File: src/design/srcc_pkg.sv
// ---------------------------------------------------------------------------
// srcc_pkg
// types and codes shared by the ring credit controller files
// ---------------------------------------------------------------------------
package srcc_pkg;

	// event kinds
	localparam logic [2:0] KIND_OPEN     = 3'd0;
	localparam logic [2:0] KIND_SEND     = 3'd1;
	localparam logic [2:0] KIND_COMPLETE = 3'd2;
	localparam logic [2:0] KIND_RECLAIM  = 3'd3;
	localparam logic [2:0] KIND_POLL     = 3'd4;

	// result status codes
	localparam logic [1:0] STATUS_DONE      = 2'd0;
	localparam logic [1:0] STATUS_TOO_LONG  = 2'd1;
	localparam logic [1:0] STATUS_NO_CREDIT = 2'd2;

	// register indexes (word addresses)
	localparam logic [1:0] REG_RING_SLOTS_LOG2      = 2'd0;
	localparam logic [1:0] REG_MAX_PAYLOAD          = 2'd1;
	localparam logic [1:0] REG_INITIAL_SEND_CREDITS = 2'd2;
	localparam logic [1:0] REG_GRANT_ON_OPEN        = 2'd3;

	localparam int unsigned PADDR_BITS = 4;

	// register reset values
	localparam logic [3:0]  RST_RING_SLOTS_LOG2      = 4'd8;
	localparam logic [15:0] RST_MAX_PAYLOAD          = 16'd1992;
	localparam logic [12:0] RST_INITIAL_SEND_CREDITS = 13'd0;
	localparam logic        RST_GRANT_ON_OPEN        = 1'b1;

	typedef struct packed {
		logic [3:0]  ring_slots_log2;
		logic [15:0] max_payload;
		logic [12:0] initial_send_credits;
		logic        grant_on_open;
	} cfg_t;

	typedef struct packed {
		logic [2:0]  kind;
		logic [31:0] payload_length;
		logic [31:0] peer_credit_slot_a;
		logic [31:0] peer_credit_slot_b;
		logic [31:0] peer_posted_count;
		logic        peer_ready;
	} item_t;

	// result fields of fixed width; the slot index travels beside it
	typedef struct packed {
		logic [1:0]  status;
		logic [31:0] counter_value;
		logic        credit_write_valid;
		logic        credit_write_slot;
		logic [31:0] credit_write_value;
		logic        clear_slot_a;
		logic        clear_slot_b;
		logic [30:0] new_packets;
		logic [31:0] credits_now;
	} result_t;

endpackage

File: src/design/srcc_cmd_if.sv
// ---------------------------------------------------------------------------
// srcc_cmd_if
// event channel into the ring credit controller
// ---------------------------------------------------------------------------
interface srcc_cmd_if;
	logic        valid;
	logic        ready;
	logic [2:0]  kind;
	logic [31:0] payload_length;
	logic [31:0] peer_credit_slot_a;
	logic [31:0] peer_credit_slot_b;
	logic [31:0] peer_posted_count;
	logic        peer_ready;

	modport source (
		output valid, kind, payload_length, peer_credit_slot_a, peer_credit_slot_b,
		       peer_posted_count, peer_ready,
		input  ready
	);
	modport sink (
		input  valid, kind, payload_length, peer_credit_slot_a, peer_credit_slot_b,
		       peer_posted_count, peer_ready,
		output ready
	);
endinterface

File: src/design/srcc_rsp_if.sv
// ---------------------------------------------------------------------------
// srcc_rsp_if
// result channel out of the ring credit controller
// ---------------------------------------------------------------------------
interface srcc_rsp_if #(
	parameter int unsigned SLOT_INDEX_BITS = 12
);
	logic                       valid;
	logic                       ready;
	logic [1:0]                 status;
	logic [SLOT_INDEX_BITS-1:0] slot_index;
	logic [31:0]                counter_value;
	logic                       credit_write_valid;
	logic                       credit_write_slot;
	logic [31:0]                credit_write_value;
	logic                       clear_slot_a;
	logic                       clear_slot_b;
	logic [30:0]                new_packets;
	logic [31:0]                credits_now;

	modport source (
		output valid, status, slot_index, counter_value, credit_write_valid,
		       credit_write_slot, credit_write_value, clear_slot_a, clear_slot_b,
		       new_packets, credits_now,
		input  ready
	);
	modport sink (
		input  valid, status, slot_index, counter_value, credit_write_valid,
		       credit_write_slot, credit_write_value, clear_slot_a, clear_slot_b,
		       new_packets, credits_now,
		output ready
	);
endinterface

File: src/design/srcc_cfg_regs.sv
// ---------------------------------------------------------------------------
// srcc_cfg_regs
// apb register bank holding the controller configuration
// ---------------------------------------------------------------------------
module srcc_cfg_regs (
	input  logic                            clk,
	input  logic                            arst_n,
	input  logic                            psel,
	input  logic                            penable,
	input  logic                            pwrite,
	input  logic [srcc_pkg::PADDR_BITS-1:0] paddr,
	input  logic [31:0]                     pwdata,
	output logic [31:0]                     prdata,
	output logic                            pready,
	output srcc_pkg::cfg_t                  cfg
);
	import srcc_pkg::*;

	cfg_t       cfg_q;
	logic       wr_en;
	logic [1:0] reg_idx;

	assign pready  = 1'b1;
	assign wr_en   = psel & penable & pwrite;
	assign reg_idx = paddr[3:2];
	assign cfg     = cfg_q;

	always_ff @(posedge clk or negedge arst_n) begin
		if (!arst_n) begin
			cfg_q.ring_slots_log2      <= RST_RING_SLOTS_LOG2;
			cfg_q.max_payload          <= RST_MAX_PAYLOAD;
			cfg_q.initial_send_credits <= RST_INITIAL_SEND_CREDITS;
			cfg_q.grant_on_open        <= RST_GRANT_ON_OPEN;
		end else if (wr_en) begin
			unique case (reg_idx)
				REG_RING_SLOTS_LOG2:      cfg_q.ring_slots_log2      <= pwdata[3:0];
				REG_MAX_PAYLOAD:          cfg_q.max_payload          <= pwdata[15:0];
				REG_INITIAL_SEND_CREDITS: cfg_q.initial_send_credits <= pwdata[12:0];
				REG_GRANT_ON_OPEN:        cfg_q.grant_on_open        <= pwdata[0];
				default: ;
			endcase
		end
	end

	always_comb begin
		unique case (reg_idx)
			REG_RING_SLOTS_LOG2:      prdata = {28'd0, cfg_q.ring_slots_log2};
			REG_MAX_PAYLOAD:          prdata = {16'd0, cfg_q.max_payload};
			REG_INITIAL_SEND_CREDITS: prdata = {19'd0, cfg_q.initial_send_credits};
			REG_GRANT_ON_OPEN:        prdata = {31'd0, cfg_q.grant_on_open};
			default:                  prdata = 32'd0;
		endcase
	end

endmodule

File: src/design/srcc_in_reg.sv
// ---------------------------------------------------------------------------
// srcc_in_reg
// input register stage for event beats
// ---------------------------------------------------------------------------
module srcc_in_reg (
	input  logic            clk,
	input  logic            arst_n,
	srcc_cmd_if.sink        cmd,
	input  logic            advance,
	output logic            valid_s1,
	output srcc_pkg::item_t item_s1
);
	import srcc_pkg::*;

	logic take;

	assign cmd.ready = ~valid_s1 | advance;
	assign take      = cmd.valid & cmd.ready;

	always_ff @(posedge clk or negedge arst_n) begin
		if (!arst_n) begin
			valid_s1 <= 1'b0;
		end else if (cmd.ready) begin
			valid_s1 <= cmd.valid;
		end
	end

	always_ff @(posedge clk) begin
		if (take) begin
			item_s1.kind               <= cmd.kind;
			item_s1.payload_length     <= cmd.payload_length;
			item_s1.peer_credit_slot_a <= cmd.peer_credit_slot_a;
			item_s1.peer_credit_slot_b <= cmd.peer_credit_slot_b;
			item_s1.peer_posted_count  <= cmd.peer_posted_count;
			item_s1.peer_ready         <= cmd.peer_ready;
		end
	end

endmodule

File: src/design/srcc_engine.sv
// ---------------------------------------------------------------------------
// srcc_engine
// endpoint state and the per-event update logic
// ---------------------------------------------------------------------------
module srcc_engine #(
	parameter int unsigned SLOT_INDEX_BITS = 12
) (
	input  logic                        clk,
	input  logic                        arst_n,
	input  logic                        advance,
	input  srcc_pkg::item_t             item,
	input  srcc_pkg::cfg_t              cfg,
	output srcc_pkg::result_t           result,
	output logic [SLOT_INDEX_BITS-1:0]  slot_index
);
	import srcc_pkg::*;

	localparam logic [4:0] MAX_LOG2 = 5'(SLOT_INDEX_BITS);

	logic [31:0]                send_credit_q, send_credit_d;
	logic [31:0]                owed_q, owed_d;
	logic                       ret_sel_q, ret_sel_d;
	logic [SLOT_INDEX_BITS-1:0] tx_slot_q, tx_slot_d;
	logic [31:0]                tx_posted_q, tx_posted_d;
	logic [SLOT_INDEX_BITS-1:0] rx_slot_q, rx_slot_d;
	logic [31:0]                rx_processed_q, rx_processed_d;

	logic [4:0]                 log2_sat;
	logic [31:0]                slots;
	logic [31:0]                half;
	logic [SLOT_INDEX_BITS-1:0] mask;
	logic [SLOT_INDEX_BITS-1:0] tx_cur, rx_cur;
	logic [31:0]                owed_inc, tx_posted_inc, rx_processed_inc;
	logic [31:0]                poll_diff;
	logic                       pa_nz, pb_nz;

	// ring size, saturated into the legal range
	always_comb begin
		log2_sat = {1'b0, cfg.ring_slots_log2};
		if (log2_sat == 5'd0)
			log2_sat = 5'd1;
		if (log2_sat > MAX_LOG2)
			log2_sat = MAX_LOG2;
	end

	assign slots            = 32'd1 << log2_sat;
	assign half             = slots >> 1;
	assign mask             = SLOT_INDEX_BITS'(slots - 32'd1);
	assign tx_cur           = tx_slot_q & mask;
	assign rx_cur           = rx_slot_q & mask;
	assign owed_inc         = owed_q + 32'd1;
	assign tx_posted_inc    = tx_posted_q + 32'd1;
	assign rx_processed_inc = rx_processed_q + 32'd1;
	assign poll_diff        = item.peer_posted_count - rx_processed_q;
	assign pa_nz            = item.peer_credit_slot_a != 32'd0;
	assign pb_nz            = item.peer_credit_slot_b != 32'd0;

	always_comb begin
		send_credit_d  = send_credit_q;
		owed_d         = owed_q;
		ret_sel_d      = ret_sel_q;
		tx_slot_d      = tx_slot_q;
		tx_posted_d    = tx_posted_q;
		rx_slot_d      = rx_slot_q;
		rx_processed_d = rx_processed_q;
		result         = '0;
		slot_index     = '0;

		case (item.kind)
			KIND_OPEN: begin
				tx_slot_d      = '0;
				tx_posted_d    = '0;
				rx_slot_d      = '0;
				rx_processed_d = '0;
				owed_d         = '0;
				send_credit_d  = {19'd0, cfg.initial_send_credits};
				ret_sel_d      = cfg.grant_on_open;
				if (cfg.grant_on_open) begin
					result.credit_write_valid = 1'b1;
					result.credit_write_slot  = 1'b0;
					result.credit_write_value = slots;
				end
			end
			KIND_SEND: begin
				if (item.payload_length > {16'd0, cfg.max_payload}) begin
					result.status = STATUS_TOO_LONG;
				end else if (send_credit_q == 32'd0) begin
					result.status = STATUS_NO_CREDIT;
				end else begin
					slot_index           = tx_cur;
					send_credit_d        = send_credit_q - 32'd1;
					tx_slot_d            = (tx_cur + 1'b1) & mask;
					tx_posted_d          = tx_posted_inc;
					result.counter_value = tx_posted_inc;
				end
			end
			KIND_COMPLETE: begin
				slot_index = rx_cur;
				owed_d     = owed_inc;
				// batch of owed credits reached half a ring: return it
				if (owed_inc >= half) begin
					result.credit_write_valid = 1'b1;
					result.credit_write_slot  = ret_sel_q;
					result.credit_write_value = owed_inc;
					ret_sel_d                 = ~ret_sel_q;
					owed_d                    = '0;
				end
				rx_slot_d            = (rx_cur + 1'b1) & mask;
				rx_processed_d       = rx_processed_inc;
				result.counter_value = rx_processed_inc;
			end
			KIND_RECLAIM: begin
				send_credit_d       = send_credit_q + item.peer_credit_slot_a
				                      + item.peer_credit_slot_b;
				result.clear_slot_a = pa_nz;
				result.clear_slot_b = pb_nz;
			end
			KIND_POLL: begin
				if (item.peer_ready) begin
					if (poll_diff[31]) begin
						// peer counter behind ours: restart both rings
						rx_slot_d      = '0;
						rx_processed_d = '0;
						tx_slot_d      = '0;
						tx_posted_d    = '0;
					end else begin
						result.new_packets = poll_diff[30:0];
					end
				end
			end
			default: ;
		endcase

		result.credits_now = send_credit_d;
	end

	always_ff @(posedge clk or negedge arst_n) begin
		if (!arst_n) begin
			send_credit_q  <= '0;
			owed_q         <= '0;
			ret_sel_q      <= 1'b0;
			tx_slot_q      <= '0;
			tx_posted_q    <= '0;
			rx_slot_q      <= '0;
			rx_processed_q <= '0;
		end else if (advance) begin
			send_credit_q  <= send_credit_d;
			owed_q         <= owed_d;
			ret_sel_q      <= ret_sel_d;
			tx_slot_q      <= tx_slot_d;
			tx_posted_q    <= tx_posted_d;
			rx_slot_q      <= rx_slot_d;
			rx_processed_q <= rx_processed_d;
		end
	end

endmodule

File: src/design/srcc_out_reg.sv
// ---------------------------------------------------------------------------
// srcc_out_reg
// result register driving the result channel
// ---------------------------------------------------------------------------
module srcc_out_reg #(
	parameter int unsigned SLOT_INDEX_BITS = 12
) (
	input  logic                       clk,
	input  logic                       arst_n,
	input  logic                       valid_s1,
	input  srcc_pkg::result_t          result,
	input  logic [SLOT_INDEX_BITS-1:0] slot_index,
	output logic                       advance,
	srcc_rsp_if.source                 rsp
);
	import srcc_pkg::*;

	logic                       valid_q;
	result_t                    result_s2;
	logic [SLOT_INDEX_BITS-1:0] slot_s2;

	assign advance = valid_s1 & (~valid_q | rsp.ready);

	always_ff @(posedge clk or negedge arst_n) begin
		if (!arst_n) begin
			valid_q <= 1'b0;
		end else if (~valid_q | rsp.ready) begin
			valid_q <= valid_s1;
		end
	end

	always_ff @(posedge clk) begin
		if (advance) begin
			result_s2 <= result;
			slot_s2   <= slot_index;
		end
	end

	assign rsp.valid              = valid_q;
	assign rsp.status             = result_s2.status;
	assign rsp.slot_index         = slot_s2;
	assign rsp.counter_value      = result_s2.counter_value;
	assign rsp.credit_write_valid = result_s2.credit_write_valid;
	assign rsp.credit_write_slot  = result_s2.credit_write_slot;
	assign rsp.credit_write_value = result_s2.credit_write_value;
	assign rsp.clear_slot_a       = result_s2.clear_slot_a;
	assign rsp.clear_slot_b       = result_s2.clear_slot_b;
	assign rsp.new_packets        = result_s2.new_packets;
	assign rsp.credits_now        = result_s2.credits_now;

endmodule

File: src/design/shared_ring_credit_controller.sv
// ---------------------------------------------------------------------------
// shared_ring_credit_controller
// credit flow control endpoint for a pair of shared-memory packet rings
// ---------------------------------------------------------------------------
//
//  channel  dir  handshake            beat contents
//  -------  ---  -------------------  ------------------------------------------
//  cmd      in   valid/ready          one event: open, send, completion,
//                                     reclaim or poll, with its operands
//  rsp      out  valid/ready          one result per event: status, slot,
//                                     counter, credit return, clears, credits
//  apb      in   psel/penable/pready  configuration registers, word addressed
//
//  each event beat passes through the input register, then through the update
//  logic into the result register; one beat per cycle is sustained while
//  rsp.ready stays high, the single endpoint state update per cycle sets
//  that figure
//  reset (arst_n low) clears the endpoint state and both valid flags and
//  loads the register defaults
//  a stalled result beat holds in the result register while one more event
//  waits in the input register; cmd.ready drops only when both are full
//
module shared_ring_credit_controller #(
	parameter int unsigned SLOT_INDEX_BITS = 12
) (
	input  logic                            clk,
	input  logic                            arst_n,
	srcc_cmd_if.sink                        cmd,
	srcc_rsp_if.source                      rsp,
	input  logic                            psel,
	input  logic                            penable,
	input  logic                            pwrite,
	input  logic [srcc_pkg::PADDR_BITS-1:0] paddr,
	input  logic [31:0]                     pwdata,
	output logic [31:0]                     prdata,
	output logic                            pready
);
	import srcc_pkg::*;

	cfg_t                       cfg;
	item_t                      item_s1;
	logic                       valid_s1;
	logic                       advance;
	result_t                    result;
	logic [SLOT_INDEX_BITS-1:0] slot_index;

	// configuration registers; the user must write them only while the block is idle, the block does not enforce it
	srcc_cfg_regs u_cfg (
		.clk     (clk),
		.arst_n  (arst_n),
		.psel    (psel),
		.penable (penable),
		.pwrite  (pwrite),
		.paddr   (paddr),
		.pwdata  (pwdata),
		.prdata  (prdata),
		.pready  (pready),
		.cfg     (cfg)
	);

	// event beat capture
	srcc_in_reg u_in (
		.clk      (clk),
		.arst_n   (arst_n),
		.cmd      (cmd),
		.advance  (advance),
		.valid_s1 (valid_s1),
		.item_s1  (item_s1)
	);

	// state update; commits only when the event moves into the result register
	srcc_engine #(
		.SLOT_INDEX_BITS (SLOT_INDEX_BITS)
	) u_engine (
		.clk        (clk),
		.arst_n     (arst_n),
		.advance    (advance),
		.item       (item_s1),
		.cfg        (cfg),
		.result     (result),
		.slot_index (slot_index)
	);

	// result register and downstream handshake
	srcc_out_reg #(
		.SLOT_INDEX_BITS (SLOT_INDEX_BITS)
	) u_out (
		.clk        (clk),
		.arst_n     (arst_n),
		.valid_s1   (valid_s1),
		.result     (result),
		.slot_index (slot_index),
		.advance    (advance),
		.rsp        (rsp)
	);

endmodule

File: src/flat_wrapper.sv
// flat-port wrapper written by rule: the top's interface ports become plain ports
module shared_ring_credit_controller_flat import srcc_pkg::*;
#(
	parameter int unsigned SLOT_INDEX_BITS = 12
)
  (clk, arst_n, psel, penable, pwrite, paddr, pwdata, prdata, pready, cmd_valid, cmd_kind, cmd_payload_length, cmd_peer_credit_slot_a, cmd_peer_credit_slot_b, cmd_peer_posted_count, cmd_peer_ready, cmd_ready, rsp_valid, rsp_status, rsp_slot_index, rsp_counter_value, rsp_credit_write_valid, rsp_credit_write_slot, rsp_credit_write_value, rsp_clear_slot_a, rsp_clear_slot_b, rsp_new_packets, rsp_credits_now, rsp_ready);
  srcc_cmd_if cmd_i ();
  srcc_rsp_if #(.SLOT_INDEX_BITS(SLOT_INDEX_BITS)) rsp_i ();
  input  logic clk;
  input  logic arst_n;
  input  logic psel;
  input  logic penable;
  input  logic pwrite;
  input  logic [srcc_pkg::PADDR_BITS-1:0] paddr;
  input  logic [31:0] pwdata;
  output logic [31:0] prdata;
  output logic pready;
  input wire logic [$bits(cmd_i.valid)-1:0] cmd_valid;
  input wire logic [$bits(cmd_i.kind)-1:0] cmd_kind;
  input wire logic [$bits(cmd_i.payload_length)-1:0] cmd_payload_length;
  input wire logic [$bits(cmd_i.peer_credit_slot_a)-1:0] cmd_peer_credit_slot_a;
  input wire logic [$bits(cmd_i.peer_credit_slot_b)-1:0] cmd_peer_credit_slot_b;
  input wire logic [$bits(cmd_i.peer_posted_count)-1:0] cmd_peer_posted_count;
  input wire logic [$bits(cmd_i.peer_ready)-1:0] cmd_peer_ready;
  output wire logic [$bits(cmd_i.ready)-1:0] cmd_ready;
  output wire logic [$bits(rsp_i.valid)-1:0] rsp_valid;
  output wire logic [$bits(rsp_i.status)-1:0] rsp_status;
  output wire logic [$bits(rsp_i.slot_index)-1:0] rsp_slot_index;
  output wire logic [$bits(rsp_i.counter_value)-1:0] rsp_counter_value;
  output wire logic [$bits(rsp_i.credit_write_valid)-1:0] rsp_credit_write_valid;
  output wire logic [$bits(rsp_i.credit_write_slot)-1:0] rsp_credit_write_slot;
  output wire logic [$bits(rsp_i.credit_write_value)-1:0] rsp_credit_write_value;
  output wire logic [$bits(rsp_i.clear_slot_a)-1:0] rsp_clear_slot_a;
  output wire logic [$bits(rsp_i.clear_slot_b)-1:0] rsp_clear_slot_b;
  output wire logic [$bits(rsp_i.new_packets)-1:0] rsp_new_packets;
  output wire logic [$bits(rsp_i.credits_now)-1:0] rsp_credits_now;
  input wire logic [$bits(rsp_i.ready)-1:0] rsp_ready;
  assign cmd_i.valid = cmd_valid;
  assign cmd_i.kind = cmd_kind;
  assign cmd_i.payload_length = cmd_payload_length;
  assign cmd_i.peer_credit_slot_a = cmd_peer_credit_slot_a;
  assign cmd_i.peer_credit_slot_b = cmd_peer_credit_slot_b;
  assign cmd_i.peer_posted_count = cmd_peer_posted_count;
  assign cmd_i.peer_ready = cmd_peer_ready;
  assign cmd_ready = cmd_i.ready;
  assign rsp_valid = rsp_i.valid;
  assign rsp_status = rsp_i.status;
  assign rsp_slot_index = rsp_i.slot_index;
  assign rsp_counter_value = rsp_i.counter_value;
  assign rsp_credit_write_valid = rsp_i.credit_write_valid;
  assign rsp_credit_write_slot = rsp_i.credit_write_slot;
  assign rsp_credit_write_value = rsp_i.credit_write_value;
  assign rsp_clear_slot_a = rsp_i.clear_slot_a;
  assign rsp_clear_slot_b = rsp_i.clear_slot_b;
  assign rsp_new_packets = rsp_i.new_packets;
  assign rsp_credits_now = rsp_i.credits_now;
  assign rsp_i.ready = rsp_ready;
  shared_ring_credit_controller #(.SLOT_INDEX_BITS(SLOT_INDEX_BITS)) u_core (.clk(clk), .arst_n(arst_n), .cmd(cmd_i), .rsp(rsp_i), .psel(psel), .penable(penable), .pwrite(pwrite), .paddr(paddr), .pwdata(pwdata), .prdata(prdata), .pready(pready));
endmodule
File: config.mk
export PLATFORM = sky130hd
export DESIGN_NAME = shared_ring_credit_controller_flat
export DESIGN_NICKNAME = d
export VERILOG_FILES = /design/src/design/srcc_pkg.sv /design/src/design/srcc_cmd_if.sv /design/src/design/srcc_rsp_if.sv /design/src/design/srcc_cfg_regs.sv /design/src/design/srcc_in_reg.sv /design/src/design/srcc_engine.sv /design/src/design/srcc_out_reg.sv /design/src/design/shared_ring_credit_controller.sv /design/src/flat_wrapper.sv
export SDC_FILE = /design/constraint.sdc
export NUM_CORES = 1
export LEC_CHECK = 0
export ABC_AREA = 1
export BUFFER_PORTS_ARGS = -buffer_cell sky130_fd_sc_hd__buf_4
export CORE_MARGIN = 1
export CORE_UTILIZATION = 30
export CTS_BUF_LIST = sky130_fd_sc_hd__clkbuf_16
export DETAILED_ROUTE_END_ITERATION = 8
export SLEW_MARGIN = 20
export SYNTH_ARGS = -nofsm -noshare
export SYNTH_HDL_FRONTEND = slang
export SYNTH_SLANG_ARGS = --single-unit
export TNS_END_PERCENT = 30
File: constraint.sdc
create_clock -name clk -period 5.4 [get_ports clk]
set_input_delay 0.81 -clock clk [delete_from_list [all_inputs] [get_ports clk]]
set_output_delay 0.81 -clock clk [all_outputs]
set_load 0.01 [all_outputs]
==> metrics.txt, run 1 <==
R2R Setup Slk=around 1100 ps; crit path kind=flop to flop; CTS Hold Bufs=0; sequential fraction of the synthesis area=0.469; Mapped Avg Cell Area=8.24 um2; Least-Margin Pin Slew=1040 ps; DRT Wirelength=88,300 um; Final Hold Violating Endpoints=0; nets@finish=around 4,000; Worst-Skew Late Latency=660 ps; remaining antenna violation count after routing=0; WP data arrival=4640 ps; Root Driver=clkbuf_16; RSZ-0062 raised after global routing=no; Synth Area in Compound Gates=0.0862; Synth Area in Simple Gates=0.277; max-slew violation count=0; Initial Util=0.303; DR vias=between 20,000 and 25,000; area share of xor/xnor cells in the synthesized design=0.0293; Crit path required time=slightly below 6000 ps; period utilization=0.790; setup bufs post-CTS=0; CP Launch Type=flop; GPL Wtd Cong=0.934; clk sinks=466; GRT overflow=0; Setup Viol. Count Final=0; Post-DP HPWL=67,800 um; Synth top area share=0.299; largest net degree at the start of global routing=115; CTS H-tree lvls=2; max_cap viols=0; most common cell in the synthesized netlist=nand2_1; DR vias/cell=4.77; worst clock skew=37.4 ps; asr flop ratio synth=0.406; cells on worst reg2reg path=8; # IOs=355; Max Clock Freq=~230 MHz; DRC viols=0; first-pass detailed-route iteration total=5; status=finished, final reports clean; CP Max Fanout=31; flops & latches, synth=between 400 and 500; Ant. Diodes=0; leakage=14.6 nW; combinational family with the most area after synthesis=simple AND/OR/NAND/NOR gates; layout cells sized above 1=0.142; synth unique cells=61; number of CTS-inserted buffers=57; GRT Overall Usage=0.186; worst flop-to-flop path startpoint=u_core.u_in.item_s1[129]; post-cts gate resize count=0; Tmin final=4260 ps; number of global-route vias before repair=23,000; Post-Syn Area=between 20,000 and 30,000 um2; die width=307 um; initial antenna violation count=0; num rows=111; Adder-Cell Fraction of Synth Area=0.0683; DRT iter0 DRCs=1,942; cells after synthesis=3,376; Post-Route Utilization=0.363; r2r endpoint=u_core.u_out.rsp.credits_now[9]; Post-synth EDFFs=277; Post-synth top cells=nand2_1 (966), inv_1 (365), nor2_1 (342); P per Cell Area=between 300 and 400 nW/um2; largest cells by area after synthesis=edfxtp_1 (30%), dfrtp_1 (16%), nand2_1 (13%), inv_1 (4.9%), nor2_1 (4.6%); global-route wire length before repair=135,000 um; core area=between 90,000 and 100,000 um2; WL/cell=17.7 um; ys flop type=edfxtp_1; Max Root-Sink Buffers=3; die height=307 um; Max-slew headroom=0.301; Port Buffers=319; mux cell area share after synthesis=0; clock slew at reported path FFs=60 ps; nature of the critical path endpoint=flop; leading area contributor after synthesis=edfxtp_1; area delta synth->final=19.9%; yosys warns=0; setup TNS=0 ps; Min-Delay Path Class=primary input to async pin; TritonCTS clock tree=done; full die area=94,000 um2; peak supply drop=roughly 250 uV
## metrics by stage
stage          hold slack (ps)  worst slack [ps]  cells  area [um2]  power (W)
2_1_floorplan              442              1280   3395       27900    0.00699
3_3_place_gp               453              1270   4876       31500    0.00834
3_5_place_dp               461              1130   4876       31500    0.00836
4_1_cts                    242              1140   4983       33300     0.0122
5_1_grt                    272               725   4984       33400     0.0128
6_report                   217              1140   4984       33400     0.0121
## kinds of logic (layout without fill, tap and decap cells)
group,Yosys count,after routing
AOI/OAI and AO/OA,419,419
xor gates and xnor gates,93,93
adders and majority gates,132,132
buffers and inverters,473,819
DFF,466,466
other,2,21
and+or+nand+nor,1791,1791
## sequential cells by signal (all words and copies together) (netlist names), 2 cells and up
signal	cells
u_core.u_out.rsp.credit_write_value	32
u_core.u_engine.tx_slot_q	12
u_core.u_in.item_s1	132
u_core.u_out.rsp.status	2
u_core.u_engine.rx_slot_q	12
u_core.u_out.rsp.credits_now	32
u_core.u_engine.owed_q	32
u_core.u_out.rsp.slot_index	12
u_core.u_cfg.cfg	34
u_core.u_out.rsp.new_packets	31
u_core.u_engine.send_credit_q	32
u_core.u_out.rsp.counter_value	32
u_core.u_engine.rx_processed_q	32
u_core.u_engine.tx_posted_q	32
## area by class of cell
cell class	count	area [um2]
Clock buffer	58	1450
Clock inverter	49	388
Fill cell	9512	58400
Inverter	373	1410
Multi-Input combinational cell	2456	12900
Sequential cell	466	13100
Tap cell	1243	1560
Timing Repair Buffer	339	2580
## metal layers
metal	up-vias	wire (um)	global-route usage
met5	-	0	0
met4	0	2690	0.0635
met3	130	4230	0.0216
met2	637	42000	0.311
met1	11200	39400	0.248
li1	11800	-	-
## cells in the final DEF, fill, tap and decap left out, types with 19 or more instances in the layout
cell type	n
xnor2_1	22
nand4_1	56
inv_1	372
o21ai_1	26
ha_1	99
xor2_1	71
nand2_1	966
or2_2	19
nor3_1	59
fa_1	33
buf_4	336
nand3b_1	19
edfxtp_1	277
nor2_1	340
o21ai_0	182
dfrtp_1	181
clkbuf_16	58
a21oi_1	111
conb_1	21
nor4_1	37
nand3_1	237
## report_power, final
group	internal, W	switching (W)
registers	0.00426	0.000424
clock network	0.00219	0.00161
logic	0.00127	0.00237
total	0.00772	0.00440
## worst max-delay path by stage
stage | startpoint | to | slack (ps) | cells after the start
final | u_core.u_in.item_s1[129] | u_core.u_out.rsp.credits_now[9] | 1140 | 8
after global routing | u_core.u_in.item_s1[129] | u_core.u_out.rsp.credits_now[2] | 730 | 8
after CTS | u_core.u_cfg.cfg[21] | u_core.u_out.rsp.slot_index[11] | 1140 | 12
after detailed placement | u_core.u_cfg.cfg[21] | u_core.u_out.rsp.slot_index[11] | 1130 | 12
after global placement | u_core.u_cfg.cfg[21] | u_core.u_out.rsp.slot_index[11] | 1270 | 12
after floorplan | rsp_ready | u_core.u_in.item_s1[0] | 1280 | 4
## worst max-delay path, cell delays in order (launching register included)
cell and delay [ps]:
edfxtp_1 400, nor2_1 110, inv_1 100, nor2_1 600, inv_1 420, nand2_1 490, clkinv_1 950, nand2_1 320
a21boi_0 550
Power figures use the tool's default switching activity.
==> run 2, diff against run 1 <==
==> constraint.sdc (replaced) <==
create_clock -name clk -period 4.3 [get_ports clk]
set_input_delay 0.645 -clock clk [delete_from_list [all_inputs] [get_ports clk]]
set_output_delay 0.645 -clock clk [all_outputs]
set_load 0.01 [all_outputs]
==> metrics.txt, run 2 (same netlist as run 1, synthesis figures left out) <==
crit path kind=flop to flop; Least-Margin Pin Slew=959 ps (-83.2 ps); Min-Delay Path Class=primary input to async pin; largest net degree at the start of global routing=106 (-7.8%); Final Hold Violating Endpoints=0 (unchanged); Largest register FFs=132 (unchanged); Psw=0.00562 W (+28%); switching share of power=0.368 (+0.00466); CTS H-tree lvls=2 (unchanged); power share of the clock group=0.312 (about the same); CTS Hold Bufs=0 (unchanged); Setup Viol. Count Final=0 (unchanged); met1 usage=0.248 (about the same); GRT Overall Usage=0.188 (+0.00241); DRT iter0 DRCs=1,954 (+0.62%); DRT Wirelength=89,700 um (+1.5%); Max-slew headroom=0.359 (+0.0582); die height=307 um (unchanged); status=finished, final reports clean; # IOs=355 (unchanged); peak supply drop=298 uV (+18%); P per Cell Area=456 nW/um2 (+25%); worst clock skew=36.0 ps (-1.34 ps); Worst-Skew Late Latency=670 ps (about the same); number of CTS-inserted buffers=57 (unchanged); Port Buffers=319 (unchanged); core area=91,800 um2 (unchanged); max_cap viols=0 (unchanged); final instance area=33,500 um2 (+0.43%); initial antenna violation count=1 (+1); die width=307 um (unchanged); Tmin final=3620 ps (-648 ps); Non-Filler Instances=4,998 (+0.28%); setup bufs post-CTS=0 (unchanged); max-slew violation count=0 (unchanged); number of global-route vias before repair=23,100 (+0.48%); Post-DP HPWL=68,900 um (+1.6%); DR vias/cell=4.76 (-0.20%); GPL Wtd Cong=0.923 (-1.2%); Root Driver=clkbuf_16; combinational power share=0.306 (+0.006); routing usage on met2=0.317 (+0.00601); TritonCTS clock tree=done; Largest delay share family, worst path=compound AO/OA/AOI/OAI gates; DRC viols=0 (unchanged); Max Clock Freq=277 MHz (+18%); commonest non-fill, non-tap cell in the layout=nand2_1; GRT overflow=0 (unchanged); global-route wire length before repair=136,000 um (+1.3%); sequential share of power=0.383 (-0.004); nets@finish=4,013 (+0.33%); Crit-path slowest cell=a21boi_0; CP Launch Type=flop; post-cts gate resize count=0 (unchanged); Largest Register=u_core.u_in.item_s1; most frequent cells in the layout=nand2_1 (966), inv_1 (374), buf_4 (346); clock slew at reported path FFs=60 ps (about the same); clk sinks=466 (unchanged); Initial Util=0.303 (unchanged); area delta synth->final=20.4%; setup TNS=0 ps (unchanged); full die area=94,000 um2 (unchanged); nature of the critical path endpoint=flop; worst path bufs/invs=1 (-2); CP Max Fanout=6 (-81%); WP data arrival=3960 ps (-680 ps); WL/cell=17.9 um (+1.2%); num rows=111 (unchanged); Placed Cells=4,890 (+0.29%); largest stage delay on the critical path=600 ps (-350 ps); first-pass detailed-route iteration total=6 (+1); period utilization=0.841 (+0.0513); Ant. Diodes=0 (unchanged); Internal=0.00965 W (+25%); GR Util met3=0.0320 (+0.0103); Crit path required time=4640 ps (-1130 ps); DP Area=31,700 um2 (+0.49%); layout cells sized above 1=0.145 (+0.00373); CP cell instances=fa_1, ha_1, a21oi_1, nor2_1, nor2_1, nand3_1, a21oi_1, o21ai_0, o211ai_1, inv_1, a21boi_0; leakage=14.6 nW (+0.56%); Max Root-Sink Buffers=3 (unchanged); RSZ-0062 raised after global routing=no; remaining antenna violation count after routing=0 (unchanged); DR vias=23,800 (+0.084%); GRT Max-Usage Layer=met2
-- run 2: changes by cell type in the layout (fill, tap and decap cells not counted), sizes merged --
| cell | change |
|---|---|
| clkinv | -1 |
| bufinv | -1 |
| clkinvlp | +2 |
| inv | +2 |
| clkbuf | -1 |
| buf | +13 |
-- run 2: per-stage QoR --
stage / util / hold slack, ps / total power, W / setup WS [ps]
finish: 0.365 / 15.9 / 0.0153 / 684
global route: 0.365 / 40.0 / 0.0162 / 337
CTS: 0.365 / 40.4 / 0.0154 / 774
detailed placement: 0.345 / 458 / 0.0106 / 809
global placement: 0.345 / 456 / 0.0105 / 815
floorplan: - / 349 / 0.00878 / 340
-- run 2: layer usage --
layer,share of wire,up-vias
met3,0.050,128
met5,0,-
met4,0.025,0
li1,-,11800
met2,0.48,587
met1,0.45,11300
-- run 2: power groups by stage --
stage	sequential, W	combinational, W	clock, W
after detailed placement	0.00593	0.00463	0
after global routing	0.00591	0.00522	0.00508
final	0.00584	0.00467	0.00476
after floorplan	0.00587	0.00290	0
after CTS	0.00585	0.00466	0.00493
after global placement	0.00593	0.00460	0
-- run 2: worst paths after layout --
check | slack [ps] | startpoint | to | cells after the start
worst max-delay path | 680 | u_core.u_engine.send_credit_q[9] | u_core.u_out.rsp.credits_now[12] | 11
worst max register to register | 680 | u_core.u_engine.send_credit_q[9] | u_core.u_out.rsp.credits_now[12] | 11
worst min-delay path | 20 | arst_n | u_core.u_cfg.cfg[28] | 1
worst min register to register | 470 | u_core.u_engine.tx_slot_q[5] | u_core.u_engine.tx_slot_q[5] | 2
min in group clk | 140 | cmd_peer_credit_slot_b[15] | u_core.u_in.item_s1[48] | 1
max in group asynchronous | 3290 | arst_n | u_core.u_engine.rx_processed_q[21] | 2
-- run 2: cell type report --
cell class,count,area [um2]
Fill cell,9517,58300
Sequential cell,466,13100
Multi-Input combinational cell,2456,12900
Timing Repair Buffer,352,2710
Tap cell,1243,1560
Clock buffer,57,1430
Inverter,373,1410
Clock inverter,51,420
==> run 3, diff against run 2 <==
==> constraint.sdc (replaced) <==
create_clock -name clk -period 3 [get_ports clk]
set_input_delay 0.45 -clock clk [delete_from_list [all_inputs] [get_ports clk]]
set_output_delay 0.45 -clock clk [all_outputs]
set_load 0.01 [all_outputs]
==> metrics.txt, run 3 (same netlist as run 1, synthesis figures left out) <==
Worst-Skew Late Latency=680 ps (about the same); GRT Overall Usage=0.195 (+0.00677); Tmin final=2910 ps (-710 ps); CP Launch Point=u_core.u_engine.owed_q[0]; die height=307 um (unchanged); Final Hold Violating Endpoints=0 (unchanged); full die area=94,000 um2 (unchanged); CTS H-tree lvls=2 (unchanged); WL/cell=17.4 um (-2.8%); P per Cell Area=630 nW/um2 (+38%); Hold Path Sink=u_core.u_cfg.cfg[24]; nature of the critical path endpoint=flop; cells on worst reg2reg path=19 (+8); clock slew at reported path FFs=60 ps (about the same); WP data arrival=3480 ps (-480 ps); PnR worst setup slack=93.8 ps (-590 ps); first-pass detailed-route iteration total=5 (-1); sequential share of power=0.353 (-0.030); Internal=0.0149 W (+54%); worst clock skew=48.5 ps (+12.5 ps); R2R Setup Slk=90 ps (-590 ps); leakage=16.4 nW (+12%); Setup Viol. Count Final=0 (unchanged); TritonCTS clock tree=done; DRC viols=0 (unchanged); switching share of power=0.362 (-0.00592); Crit path required time=3570 ps (-1070 ps); RSZ-0062 raised after global routing=yes; Post-DP HPWL=71,300 um (+3.5%); # IOs=355 (unchanged); Min-Delay Startpoint=pwdata[10]; Largest delay share family, worst path=simple AND/OR/NAND/NOR gates; Place WS=-75.0 ps (-884 ps); GRT overflow=0 (unchanged); most frequent cells in the layout=nand2_1 (949), buf_4 (536), inv_1 (361); clk sinks=466 (unchanged); Min-Delay Path Class=primary input to flop; status=finished, final reports clean; Hold Path Cell Cnt=3; Least-Margin Pin Slew=950 ps (-8.96 ps); DR vias/cell=4.74 (-0.62%); Hold Slack=57.1 ps (+41.2 ps); max_cap viols=0 (unchanged); Root Driver=clkbuf_16; worst path bufs/invs=5 (+4); layout cells sized above 1=0.207 (+0.0614); largest stage delay on the critical path=410 ps (-190 ps); nets@finish=4,351 (+8.4%); Max Root-Sink Buffers=3 (unchanged); Max-slew headroom=0.365 (+0.00599); Max Clock Freq=344 MHz (+24%); DRT iter0 DRCs=1,856 (-5.0%); CP Max Fanout=4 (-2); crit path kind=flop to flop; number of CTS-inserted buffers=55 (-3.5%); remaining antenna violation count after routing=0 (unchanged); Largest Register=u_core.u_in.item_s1; GPL Wtd Cong=0.933 (+1.1%); DRT Wirelength=93,000 um (+3.7%); num rows=111 (unchanged); peak supply drop=464 uV (+56%); power share of the clock group=0.296 (-0.016); r2r endpoint=u_core.u_engine.owed_q[11]; CP cell instances=ha_2, nand2_2, nor2_4, nand2_2, o21ai_2, inv_1, ha_1, nand2_1, inv_1, o21ai_1, nand2_1, a21oi_2, nor2_2, nor2_4, buf_6, nand4_4, clkbuf_16, buf_4, o22ai_2; area delta synth->final=32.9%; Initial Util=0.303 (unchanged); largest net degree at the start of global routing=73 (-31%); initial antenna violation count=0 (-1); period utilization=0.969 (+0.128); DR vias=25,300 (+6.1%); number of global-route vias before repair=24,500 (+6.1%); Post-Route Utilization=0.403 (+0.0380); combinational power share=0.351 (+0.045); max-slew violation count=0 (unchanged); Port Buffers=319 (unchanged); worst flop-to-flop path startpoint=u_core.u_engine.owed_q[0]; commonest non-fill, non-tap cell in the layout=nand2_1; Psw=0.00843 W (+50%); CP Launch Type=flop; Largest register FFs=132 (unchanged); global-route wire length before repair=142,000 um (+4.0%); Crit-path slowest cell=dfrtp_1; core area=91,800 um2 (unchanged); Ant. Diodes=0 (unchanged); die width=307 um (unchanged)
run 3: changes by cell type in the layout (fill, tap and decap cells not counted), sizes merged, moves of 3 or more:
cell	delta
buf	+204
clkinv	-8
clkinvlp	+3
dlygate4sd3	+133
run 3: worst register-to-register path, stage by stage, from the launching register on:
cell	delay, ps
dfrtp_1	410
ha_2	220
nand2_2	60
nor2_4	190
nand2_2	90
o21ai_2	170
inv_1	70
ha_1	290
nand2_1	80
inv_1	50
o21ai_1	70
nand2_1	80
a21oi_2	140
nor2_2	70
nor2_4	120
buf_6	120
nand4_4	170
clkbuf_16	230
buf_4	130
o22ai_2	70
run 3: per-layer routing:
layer | GRT usage | part of all wire | up-vias | wire length, um
met1 | 0.254 | 0.44 | 12000 | 40800
li1 | - | - | 12500 | -
met3 | 0.0237 | 0.048 | 137 | 4420
met2 | 0.335 | 0.48 | 641 | 45000
met4 | 0.0649 | 0.030 | 0 | 2790
met5 | 0 | 0 | - | 0
run 3: how the worst max path moves through the flow:
stage                                  endpoint  cells after the start  slack (ps)
6_report             u_core.u_engine.owed_q[11]                     19          90
4_1_cts         u_core.u_out.rsp.slot_index[11]                     10          10
2_1_floorplan            u_core.u_in.item_s1[0]                      4        -150
5_1_grt              u_core.u_engine.owed_q[13]                     19        -100
3_3_place_gp   u_core.u_out.rsp.credits_now[11]                     14         -20
3_5_place_dp   u_core.u_out.rsp.credits_now[27]                     14         -70
run 3: what timing repair did:
item,in CTS,in global routing
hold endpoints to repair,197,0
pin swaps,0,20
resized for setup,5,124
hold buffers,133,0
gates cloned,0,3
buffers inserted,0,16
endpoints found under the setup margin,10,102
run 3: area by class of cell:
cell class	instances	area, um2
Clock buffer	56	1400
Clock inverter	48	444
Fill cell	9155	54800
Inverter	373	1420
Multi-Input combinational cell	2457	13300
Sequential cell	466	13100
Tap cell	1243	1560
Timing Repair Buffer	691	5760
run 3: power by group through the flow:
stage | logic (W) | clock network, W | registers (W)
floorplan | 0.00417 | 0 | 0.00840
detailed placement | 0.00767 | 0 | 0.00834
CTS | 0.00786 | 0.00713 | 0.00823
global route | 0.00899 | 0.00733 | 0.00830
global placement | 0.00763 | 0 | 0.00835
finish | 0.00818 | 0.00690 | 0.00822
run 3: metrics by stage:
stage / instance area, um2 / power (W) / instances / TNS (ps)
4_1_cts: 36400 / 0.0232 / 5315 / 0
2_1_floorplan: 27900 / 0.0126 / 3395 / -19270
3_5_place_dp: 33200 / 0.0160 / 5078 / -306
5_1_grt: 37000 / 0.0246 / 5334 / -827
3_3_place_gp: 33200 / 0.0160 / 5078 / -35.5
6_report: 37000 / 0.0233 / 5334 / 0
